$ cat src/hw/rtl/ccmm_pkg.sv
package ccmm_pkg;

    localparam int DIM       = 3;
    localparam int FRAC_BITS = 30;

    localparam int NELEM   = DIM * DIM;
    localparam int IDX_W   = (DIM > 1) ? $clog2(DIM) : 1;
    localparam int ADDR_W  = (NELEM > 1) ? $clog2(NELEM) : 1;
    localparam int INDEX_W = 4;
    localparam int DATA_W  = 32;
    localparam int WORD_W  = 2 * DATA_W;
    localparam int PROD_W  = 2 * DATA_W;
    localparam int OUT_W   = 40;
    localparam int ACC_W   = 72;

    typedef enum logic [1:0] {
        TERM_RR,
        TERM_II,
        TERM_RI,
        TERM_IR
    } term_t;

    typedef enum logic [2:0] {
        ST_IDLE,
        ST_READ,
        ST_MUL,
        ST_ACC,
        ST_OUT
    } state_t;

    typedef struct packed {
        logic  clear;
        logic  mul_en;
        term_t mul_term;
        logic  acc_en;
        term_t acc_term;
    } mac_ctrl_t;

endpackage

$ cat src/hw/rtl/complex_conj_transpose_matmul_unit.sv
// Computes A = B^H * C for 3x3 complex matrices of signed Q1.30 elements. Each load item
// (start high while busy low) writes one element of B (op 0) or C (op 1) if its index is
// in range; busy stays low so loads can come every cycle. An item with start_compute set
// loads and then starts the product, and busy stays high while it runs: one shared 32x32
// multiplier forms the four partial products of each conj(b)*c term in turn after a
// registered store read, and each element ends in an output state that latches its
// result. The nine results come in row-major order, each on the output ports for exactly
// one cycle with valid high; the receiver cannot hold them off. The last one, with
// out_last set, shows in the same cycle busy falls. Results are exact sums floored to 30
// fraction bits in 40-bit signed words.
module complex_conj_transpose_matmul_unit (
    input  logic                                   clk,
    input  logic                                   rst_n,
    input  logic                                   start,
    output logic                                   busy,
    input  logic                                   op,
    input  logic [ccmm_pkg::INDEX_W-1:0]           elem_index,
    input  logic signed [ccmm_pkg::DATA_W-1:0]     elem_re,
    input  logic signed [ccmm_pkg::DATA_W-1:0]     elem_im,
    input  logic                                   start_compute,
    output logic                                   valid,
    output logic [ccmm_pkg::INDEX_W-1:0]           out_index,
    output logic signed [ccmm_pkg::OUT_W-1:0]      out_re,
    output logic signed [ccmm_pkg::OUT_W-1:0]      out_im,
    output logic                                   out_last
);
    import ccmm_pkg::*;

    state_t state_reg;
    state_t state_next;

    logic [IDX_W-1:0]  i_reg;
    logic [IDX_W-1:0]  j_reg;
    logic [IDX_W-1:0]  k_reg;
    logic [1:0]        term_cnt_reg;

    logic              accept;
    logic              in_range;
    logic              wr_b;
    logic              wr_c;
    logic [ADDR_W-1:0] wr_addr;
    logic [ADDR_W-1:0] b_addr;
    logic [ADDR_W-1:0] c_addr;
    logic [ADDR_W-1:0] res_addr;
    logic [WORD_W-1:0] wr_word;
    logic              k_last;
    logic              j_last;
    logic              i_last;
    logic              elem_last;
    logic              out_load;

    logic [WORD_W-1:0] mem_b [NELEM];
    logic [WORD_W-1:0] mem_c [NELEM];
    logic [WORD_W-1:0] b_rd_reg;
    logic [WORD_W-1:0] c_rd_reg;

    mac_ctrl_t         mac_ctrl;
    logic signed [OUT_W-1:0] res_re;
    logic signed [OUT_W-1:0] res_im;

    logic                    valid_reg;
    logic [INDEX_W-1:0]      out_index_reg;
    logic signed [OUT_W-1:0] out_re_reg;
    logic signed [OUT_W-1:0] out_im_reg;
    logic                    out_last_reg;

    assign accept   = start && !busy;
    assign in_range = 32'(elem_index) < NELEM;
    assign wr_addr  = ADDR_W'(elem_index);
    assign wr_word  = {elem_im, elem_re};
    assign wr_b     = accept && in_range && !op;
    assign wr_c     = accept && in_range && op;

    assign b_addr   = ADDR_W'(k_reg) * ADDR_W'(DIM) + ADDR_W'(i_reg);
    assign c_addr   = ADDR_W'(k_reg) * ADDR_W'(DIM) + ADDR_W'(j_reg);
    assign res_addr = ADDR_W'(i_reg) * ADDR_W'(DIM) + ADDR_W'(j_reg);

    assign k_last    = k_reg == IDX_W'(DIM - 1);
    assign j_last    = j_reg == IDX_W'(DIM - 1);
    assign i_last    = i_reg == IDX_W'(DIM - 1);
    assign elem_last = i_last && j_last;

    // element stores
    always_ff @(posedge clk)
    begin
        if (wr_b)
        begin
            mem_b[wr_addr] <= wr_word;
        end
        if (wr_c)
        begin
            mem_c[wr_addr] <= wr_word;
        end
        b_rd_reg <= mem_b[b_addr];
        c_rd_reg <= mem_c[c_addr];
    end

    // next state
    always_comb
    begin
        state_next = state_reg;
        unique case (state_reg)
            ST_IDLE:
            begin
                if (accept && start_compute)
                begin
                    state_next = ST_READ;
                end
            end
            ST_READ:
            begin
                state_next = ST_MUL;
            end
            ST_MUL:
            begin
                if (term_t'(term_cnt_reg) == TERM_IR)
                begin
                    state_next = ST_ACC;
                end
            end
            ST_ACC:
            begin
                state_next = k_last ? ST_OUT : ST_READ;
            end
            ST_OUT:
            begin
                state_next = elem_last ? ST_IDLE : ST_READ;
            end
            default:
            begin
                state_next = ST_IDLE;
            end
        endcase
    end

    // state outputs
    always_comb
    begin
        busy              = 1'b1;
        out_load          = 1'b0;
        mac_ctrl.clear    = 1'b0;
        mac_ctrl.mul_en   = 1'b0;
        mac_ctrl.mul_term = term_t'(term_cnt_reg);
        mac_ctrl.acc_en   = 1'b0;
        mac_ctrl.acc_term = term_t'(term_cnt_reg - 2'd1);
        unique case (state_reg)
            ST_IDLE:
            begin
                busy = 1'b0;
            end
            ST_READ:
            begin
                mac_ctrl.clear = (k_reg == '0);
            end
            ST_MUL:
            begin
                mac_ctrl.mul_en = 1'b1;
                mac_ctrl.acc_en = (term_cnt_reg != 2'd0);
            end
            ST_ACC:
            begin
                mac_ctrl.acc_en   = 1'b1;
                mac_ctrl.acc_term = TERM_IR;
            end
            ST_OUT:
            begin
                out_load = 1'b1;
            end
            default:
            begin
                busy = 1'b0;
            end
        endcase
    end

    always_ff @(posedge clk or negedge rst_n)
    begin
        if (!rst_n)
        begin
            state_reg    <= ST_IDLE;
            i_reg        <= '0;
            j_reg        <= '0;
            k_reg        <= '0;
            term_cnt_reg <= '0;
            valid_reg    <= 1'b0;
        end
        else
        begin
            state_reg <= state_next;
            valid_reg <= out_load;
            if (state_reg == ST_MUL)
            begin
                term_cnt_reg <= term_cnt_reg + 2'd1;
            end
            else
            begin
                term_cnt_reg <= '0;
            end
            if (state_reg == ST_ACC)
            begin
                k_reg <= k_last ? '0 : k_reg + IDX_W'(1);
            end
            if (state_reg == ST_OUT)
            begin
                if (j_last)
                begin
                    j_reg <= '0;
                    i_reg <= i_last ? '0 : i_reg + IDX_W'(1);
                end
                else
                begin
                    j_reg <= j_reg + IDX_W'(1);
                end
            end
        end
    end

    always_ff @(posedge clk)
    begin
        if (out_load)
        begin
            out_index_reg <= INDEX_W'(res_addr);
            out_re_reg    <= res_re;
            out_im_reg    <= res_im;
            out_last_reg  <= elem_last;
        end
    end

    ccmm_mac u_mac (
        .clk    (clk),
        .ctrl   (mac_ctrl),
        .b_re   (b_rd_reg[DATA_W-1:0]),
        .b_im   (b_rd_reg[WORD_W-1:DATA_W]),
        .c_re   (c_rd_reg[DATA_W-1:0]),
        .c_im   (c_rd_reg[WORD_W-1:DATA_W]),
        .res_re (res_re),
        .res_im (res_im)
    );

    assign valid     = valid_reg;
    assign out_index = out_index_reg;
    assign out_re    = out_re_reg;
    assign out_im    = out_im_reg;
    assign out_last  = out_last_reg;

endmodule

$ cat src/hw/rtl/ccmm_mac.sv
module ccmm_mac (
    input  logic                                   clk,
    input  ccmm_pkg::mac_ctrl_t                    ctrl,
    input  logic signed [ccmm_pkg::DATA_W-1:0]     b_re,
    input  logic signed [ccmm_pkg::DATA_W-1:0]     b_im,
    input  logic signed [ccmm_pkg::DATA_W-1:0]     c_re,
    input  logic signed [ccmm_pkg::DATA_W-1:0]     c_im,
    output logic signed [ccmm_pkg::OUT_W-1:0]      res_re,
    output logic signed [ccmm_pkg::OUT_W-1:0]      res_im
);
    import ccmm_pkg::*;

    logic signed [DATA_W-1:0] mul_a;
    logic signed [DATA_W-1:0] mul_b;
    logic signed [PROD_W-1:0] prod_next;
    logic signed [PROD_W-1:0] prod_reg;
    logic signed [ACC_W-1:0]  prod_ext;
    logic signed [ACC_W-1:0]  acc_re_reg;
    logic signed [ACC_W-1:0]  acc_im_reg;
    logic signed [ACC_W-1:0]  acc_re_next;
    logic signed [ACC_W-1:0]  acc_im_next;

    // conj(b) * c = (br*cr + bi*ci) + i(br*ci - bi*cr)
    always_comb
    begin
        case (ctrl.mul_term)
            TERM_RR:
            begin
                mul_a = b_re;
                mul_b = c_re;
            end
            TERM_II:
            begin
                mul_a = b_im;
                mul_b = c_im;
            end
            TERM_RI:
            begin
                mul_a = b_re;
                mul_b = c_im;
            end
            default:
            begin
                mul_a = b_im;
                mul_b = c_re;
            end
        endcase
    end

    assign prod_next = PROD_W'(mul_a) * PROD_W'(mul_b);
    assign prod_ext  = {{(ACC_W - PROD_W){prod_reg[PROD_W-1]}}, prod_reg};

    always_comb
    begin
        acc_re_next = acc_re_reg;
        acc_im_next = acc_im_reg;
        if (ctrl.clear)
        begin
            acc_re_next = '0;
            acc_im_next = '0;
        end
        else if (ctrl.acc_en)
        begin
            case (ctrl.acc_term) inside
                TERM_RR, TERM_II: acc_re_next = acc_re_reg + prod_ext;
                TERM_RI:          acc_im_next = acc_im_reg + prod_ext;
                default:          acc_im_next = acc_im_reg - prod_ext;
            endcase
        end
    end

    always_ff @(posedge clk)
    begin
        if (ctrl.mul_en)
        begin
            prod_reg <= prod_next;
        end
        acc_re_reg <= acc_re_next;
        acc_im_reg <= acc_im_next;
    end

    // floor shift by the fraction width
    assign res_re = acc_re_reg[FRAC_BITS +: OUT_W];
    assign res_im = acc_im_reg[FRAC_BITS +: OUT_W];

endmodule

$ cat config.mk
export PLATFORM = sky130hd
export DESIGN_NAME = complex_conj_transpose_matmul_unit
export DESIGN_NICKNAME = d
export VERILOG_FILES = /design/src/hw/rtl/ccmm_pkg.sv /design/src/hw/rtl/complex_conj_transpose_matmul_unit.sv /design/src/hw/rtl/ccmm_mac.sv
export SDC_FILE = /design/constraint.sdc
export NUM_CORES = 2
export LEC_CHECK = 0
export BUFFER_PORTS_ARGS = -buffer_cell sky130_fd_sc_hd__buf_2
export CORE_ASPECT_RATIO = 1.2
export CORE_MARGIN = 4
export CORE_UTILIZATION = 55
export CTS_CLUSTER_DIAMETER = 60
export DETAILED_ROUTE_END_ITERATION = 12
export GPL_TIMING_DRIVEN = 0
export HOLD_SLACK_MARGIN = 0.08
export PLACE_DENSITY = 0.7
export SKIP_CTS_REPAIR_TIMING = 1
export SLEW_MARGIN = 40
export SYNTH_ARGS = -nofsm -noshare
export SYNTH_HDL_FRONTEND = slang
export SYNTH_SLANG_ARGS = --single-unit
$ cat constraint.sdc
create_clock -name clk -period 10.1 [get_ports clk]
set_clock_uncertainty 0.2 [all_clocks]
set_input_delay 0.505 -clock clk [delete_from_list [all_inputs] [get_ports clk]]
set_output_delay 0.505 -clock clk [all_outputs]
set_load 0.02 [all_outputs]
# Word level (Yosys, flattened, before mapping)
# Memory sizes are Yosys's and may differ from the RTL's. A register that Yosys moved wholly into a read port is not among the register bits.
# Cells that the tools add are included.
[totals]
reg_bits = 305
latch_bits = 0
mem_bits_rw = 1152
romBits = 0
input_bits = 73
memories = 2
[op_classes]
add_sub_neg = 11
mul = 3
n_div = 0
order_cmp = 1
n_eq_ne = 14
n_shift = 0
mux = 22
bitwise_logic = 1
n_reduce_logical = 21
[memory_table]
columns = ["name", "words", "word_bits", "rd", "rd_ports_with_merged_regs", "wr", "line", "text"]
rows = [
  ["mem_b", 9, 64, 1, 1, 1, "complex_conj_transpose_matmul_unit.sv:52", "logic [WORD_W-1:0] mem_b [NELEM];"],
  ["mem_c", 9, 64, 1, 1, 1, "complex_conj_transpose_matmul_unit.sv:53", "logic [WORD_W-1:0] mem_c [NELEM];"],
]
[ops]
columns = ["cell", "n"]
rows = [
  ["$add 72x64->72", 2],
  ["$mux 72", 1],
  ["$sub 72x64->72", 1],
  ["$mul 32x32->64", 1],
  ["$mux 32", 2],
  ["$pmux 3 s5", 1],
  ["$add 4x2->4", 3],
  ["$eq 2x2->1 const B", 6],
  ["$mux 2", 5],
  ["$mux 1", 9],
  ["$mux 3", 3],
  ["$add 2x1->2 const B", 4],
  ["$mul 2x2->4 const B", 2],
  ["$reduce_and 2->1", 4],
  ["$eq 3x2->1 const B", 2],
  ["$logic_and 1x1->1", 6],
  ["$logic_not 2->1", 3],
  ["$reduce_or 2->1", 3],
  ["$eq 2x1->1 const B", 2],
  ["$lt 4x4->1 const B", 1],
  ["$ne 2x2->1 const B", 2],
  ["$reduce_or 4->1", 1],
  ["$eq 3x1->1 const B", 1],
  ["$eq 3x3->1 const B", 1],
  ["6 further kinds", 7],
]

# Logic depth before layout (Yosys ltp)
[logic_depth]
depth_word = 9
depth_mapped = 34
depth_no_buf = 32

# Hierarchy
# A second synthesis with hierarchy kept.
[hier_totals]
hier_cells = 9082
area_unflattened_um2 = 105224.7
[by_module_without_submodules]
columns = ["mod", "instances", "cells_per_inst", "area_each_um2", "seq_area_each_um2"]
rows = [
  ["ccmm_mac", 1, 6103, 52909.5, 4724.5],
  ["complex_conj_transpose_matmul_unit", 1, 2979, 52315.2, 40008.4],
]

# Least setup slack after synthesis
# OpenSTA, ideal clock, no wires.
[synth_path]
kind = "flip-flop to flip-flop"
startpoint = "register term_cnt_reg[0]"
endpoint = "register u_mac.prod_reg[63], data pin"
t_arrival_ps = 9368
t_required_ps = 9635
path_slack_ps = 267
stages_incl_launch_ff = 30
n_path_buf = 2
synth_period_minus_slack_ps = 9833
cell_sequence = "dfrtp_1 > inv_1 > ha_1 > nor2_1 > clkbuf_1 > mux2i_1 > clkbuf_1 > nor2_1 > fa_1 > inv_1 > fa_1 > fa_1 > inv_1 > fa_1 > inv_1 > fa_1 > inv_1 > fa_1 > fa_1 > fa_1 > ha_1 > a21oi_1 > o21bai_1 > a21o_1 > o21a_1 > a311o_1 > a41oi_1 > nor3_1 > a311oi_1 > xnor2_1"
[synth_between]
elab_chain_len = 4
[synth_lines]
columns = ["item", "line", "text"]
rows = [
  ["start, declared", "complex_conj_transpose_matmul_unit.sv:35", "logic [1:0] term_cnt_reg;"],
  ["start signal, assigned", "complex_conj_transpose_matmul_unit.sv:193", "term_cnt_reg <= term_cnt_reg + 2'd1;"],
  ["$eq 2x2->1, or another cell as far along", "ccmm_mac.sv:26", "case (ctrl.mul_term)"],
  ["$reduce_or 2->1 (no source line)", "n/a", ""],
  ["$mux 32", "ccmm_mac.sv:26", ""],
  ["$mul 32x32->64 (*)", "ccmm_mac.sv:50", "assign prod_next = PROD_W'(mul_a) * PROD_W'(mul_b);"],
  ["named net u_mac.prod_next[63]", "ccmm_mac.sv:15", "logic signed [PROD_W-1:0] prod_next;"],
  ["end signal, assigned", "ccmm_mac.sv:76", "prod_reg <= prod_next;"],
  ["end, declared", "ccmm_mac.sv:16", "logic signed [PROD_W-1:0] prod_reg;"],
]
# The timed path passes the listed nets; every way through them passes the cells marked *.
# A chain may end at the register's enable or synchronous reset.

# Worst setup path in the final report
# Ends and elaborated chain as after synthesis.

==> out/qor.csv <==
metric,value,unit
run status,"finished, final reports clean",
RSZ-0062 raised after global routing,true,
Mapped Cells,8113,
top-level port count,160,
vias in the first global route,70600,
Flop pwr share,0.539,
period utilization,0.990,
Crit-path slowest cell,fa_2,
# clock sinks,1581,
area grow syn2layout,14.7,%
pre-CTS setup slack,-1.74,ns
most frequent cells in the layout,"1301 x edfxtp_1, 1072 x fa_1, 1026 x inv_1, 823 x nand2_1, 782 x nor2_1",
synth warn,0,
sw frac,0.211,
R2R Setup Slk,0.10,ns
Max-slew headroom,0.378,
vias per cell,6.07,
worst min path class,primary input to flip-flop,
Post-synth EDFFs,1301,
"FF+latch count, synth",1581,
TritonCTS clock tree,built,
fmax,0.100,GHz
Worst EP arrival,10.35,ns
"slowest stage delay, CP",0.63,ns
post-layout net count,10200,
Die Y-Extent,477,um
Startpoint Class,flip-flop,
row count,171,
initial antenna violation count,25,
worst skew pair latency,0.85,ns
"most common cell after layout, fill and taps aside",edfxtp_1,
measured slew at the worst slew-check pin,0.934,ns
Mapped Nets,9615,
largest net degree at the start of global routing,70,
final worst slack,0.104,ns
"Hold Violations, Final",0,
mapped cell area,101000,um^2
DR WL/cell,31.1,um
GRT Util Overall,0.370,
Die X,399,um
CP Data Required Time,10.46,ns
DP HPWL,271000,um
"wirelength, routed",352000,um
total power divided by cell area,113,nW/um^2
Logic pwr share,0.008,
"Endpoint, Worst Hold",mem_c[8][3],
CP most frequent cell,fa_1,
hold depth,4,
total CTS buffers,157,
ys flop type,edfxtp_1,
die area,190000,um^2
asr flop ratio synth,0.00759,
clock share of power,0.453,
fraction of layout cells with a size suffix above 1,0.149,
kind of end point of the critical path,flip-flop,
TritonRoute pass-1 iters,8,
Clock Pin Slew Worst Setup and Hold Paths,0.07,ns
Worst R2R Start,term_cnt_reg[0],
Post-DRT Antenna Nets,0,
worst vdd ir,0.000165,V
first-pass GRT wire length,497000,um
gpl congestion,1.04,
Synth cell types,87,
Largest regs,"mem_b x576, mem_c x576",
max_cap viols,0,
DRC,0,
"Seq/Total Area, Yosys",0.443,
Final Max Tran Viols,0,
Bufs on Longest Clock Path,3,
Initial Utilization,0.555,
Synth Area per Inst,12.4,um^2
HP Start,elem_index[2],
Crit Path Max Fanout,10,
Port Buffers,159,
H-tree Lvls,4,
Pwr Total,13100,uW
Core Region,182000,um^2
Root Buffer,clkbuf_16,
fill count,13700,
leakage,0.0471,uW
grt total ovfl,0,
r2r endpoint,u_mac.prod_reg[63],
cells on worst reg2reg path,30,
final setup vio count,0,
CP Class,flip-flop to flip-flop,
via count,68700,
1st-iter DRT viols,6918,
fin crit period,10.0,ns
NetSw,2750,uW
Cell Int Power,10300,uW
[synth_stat cells, drive strengths merged, types with 7 or more instances]
cell | number | share of area
edfxtp | 1301 | 0.39
fa | 1088 | 0.22
inv | 1027 | 0.038
nand2 | 825 | 0.031
nor2 | 799 | 0.030
a21oi | 451 | 0.022
ha | 341 | 0.042
clkbuf | 303 | 0.011
dfxtp | 268 | 0.053
mux4 | 256 | 0.057
mux2i | 192 | 0.019
o21ai | 152 | 0.0075
xnor2 | 150 | 0.013
a21o | 124 | 0.0092
xor2 | 98 | 0.0085
nand3 | 91 | 0.0046
mux2 | 66 | 0.0074
nor3 | 42 | 0.0021
nand4 | 39 | 0.0024
buf | 37 | 0.0015
and3 | 32 | 0.0020
o31ai | 30 | 0.0022
o21bai | 29 | 0.0022
a211oi | 28 | 0.0021
nor2b | 27 | 0.0017
and2 | 25 | 0.0016
o21a | 25 | 0.0019
nand2b | 23 | 0.0014
a31oi | 22 | 0.0014
or3 | 22 | 0.0014
or2 | 17 | 0.0011
or4 | 14 | 0.0011
a211o | 12 | 0.0010
dfrtp | 12 | 0.0030
nor4 | 10 | 0.00074
nor3b | 9 | 0.00067
o211ai | 9 | 0.00067
a21boi | 8 | 0.00060
o221ai | 8 | 0.00069
a311oi | 7 | 0.00061
a31o | 7 | 0.00061
[logic make-up after synthesis]
family / synth area share
xor+xnor: 0.0215
fa+ha+maj: 0.258
simple gates: 0.0833
buf+inv: 0.0511
flops: 0.443
compound gates: 0.0589
mux: 0.0836
[final cells by class]
class,instances,area (um^2),area share
sequential,1581,44700,0.387
clock inverter,71,913,0.00790
inverter,1027,3860,0.0334
timing repair buffer,472,4560,0.0394
multi-input combinational,5164,52200,0.451
buffer,338,2000,0.0173
antenna,17,42.5,0.000368
clock buffer,221,4330,0.0375
tap,2422,3030,0.0262
[through the flow]
stage,cells,instance area (um^2),hold slack (ns),utilization,setup TNS (ns)
after global routing,11300,116000,0.0969,0.637,-0.136
after detailed placement,10900,108000,0.247,0.594,-26.52
after global placement,10700,105000,0.242,0.576,-657.57
after CTS,11100,113000,-0.626,0.623,-27.14
after floorplan,8113,101000,0.00941,-,0
final,11300,116000,0.0968,0.637,0
[how the worst max path moves through the flow]
stage,end,from,slack [ns]
3_5_place_dp,u_mac.prod_reg[61],term_cnt_reg[0],-1.74
2_1_floorplan,u_mac.prod_reg[63],term_cnt_reg[0],0.27
5_1_grt,u_mac.prod_reg[63],term_cnt_reg[0],-0.09
4_1_cts,u_mac.prod_reg[61],term_cnt_reg[0],-1.76
3_3_place_gp,mem_b[0][21],state_reg[0],-5.02
6_report,u_mac.prod_reg[63],term_cnt_reg[0],0.10
[power by group through the flow]
| stage | Combinational (uW) | Clock, uW | Sequential [uW] |
|---|---|---|---|
| floorplan | 1.39 | 0 | 7170 |
| global placement | 72.6 | 0 | 7170 |
| detailed placement | 81.5 | 0 | 7170 |
| CTS | 81.7 | 5940 | 7030 |
| global route | 118 | 6260 | 7030 |
| finish | 109 | 5920 | 7030 |
[worst max-delay path: cells and delay by family (launching register included)]
family / cells / cell delay [ns]
xor gates and xnor gates: 1 / 0.13
DFF: 1 / 0.40
and+or+nand+nor: 3 / 0.33
buffers and inverters: 6 / 1.13
adders and majority gates: 10 / 4.70
muxes: 1 / 0.52
AOI/OAI and AO/OA: 9 / 2.22
[metal layers]
| layer | vias up | track usage | wire, um |
|---|---|---|---|
| met3 | 1182 | 0.0845 | 29900 |
| li1 | 28800 | - | - |
| met2 | 3868 | 0.602 | 169000 |
| met4 | 18 | 0.283 | 34800 |
| met5 | - | 0 | 117 |
| met1 | 34800 | 0.424 | 118000 |
Power figures use the tool's default switching activity.
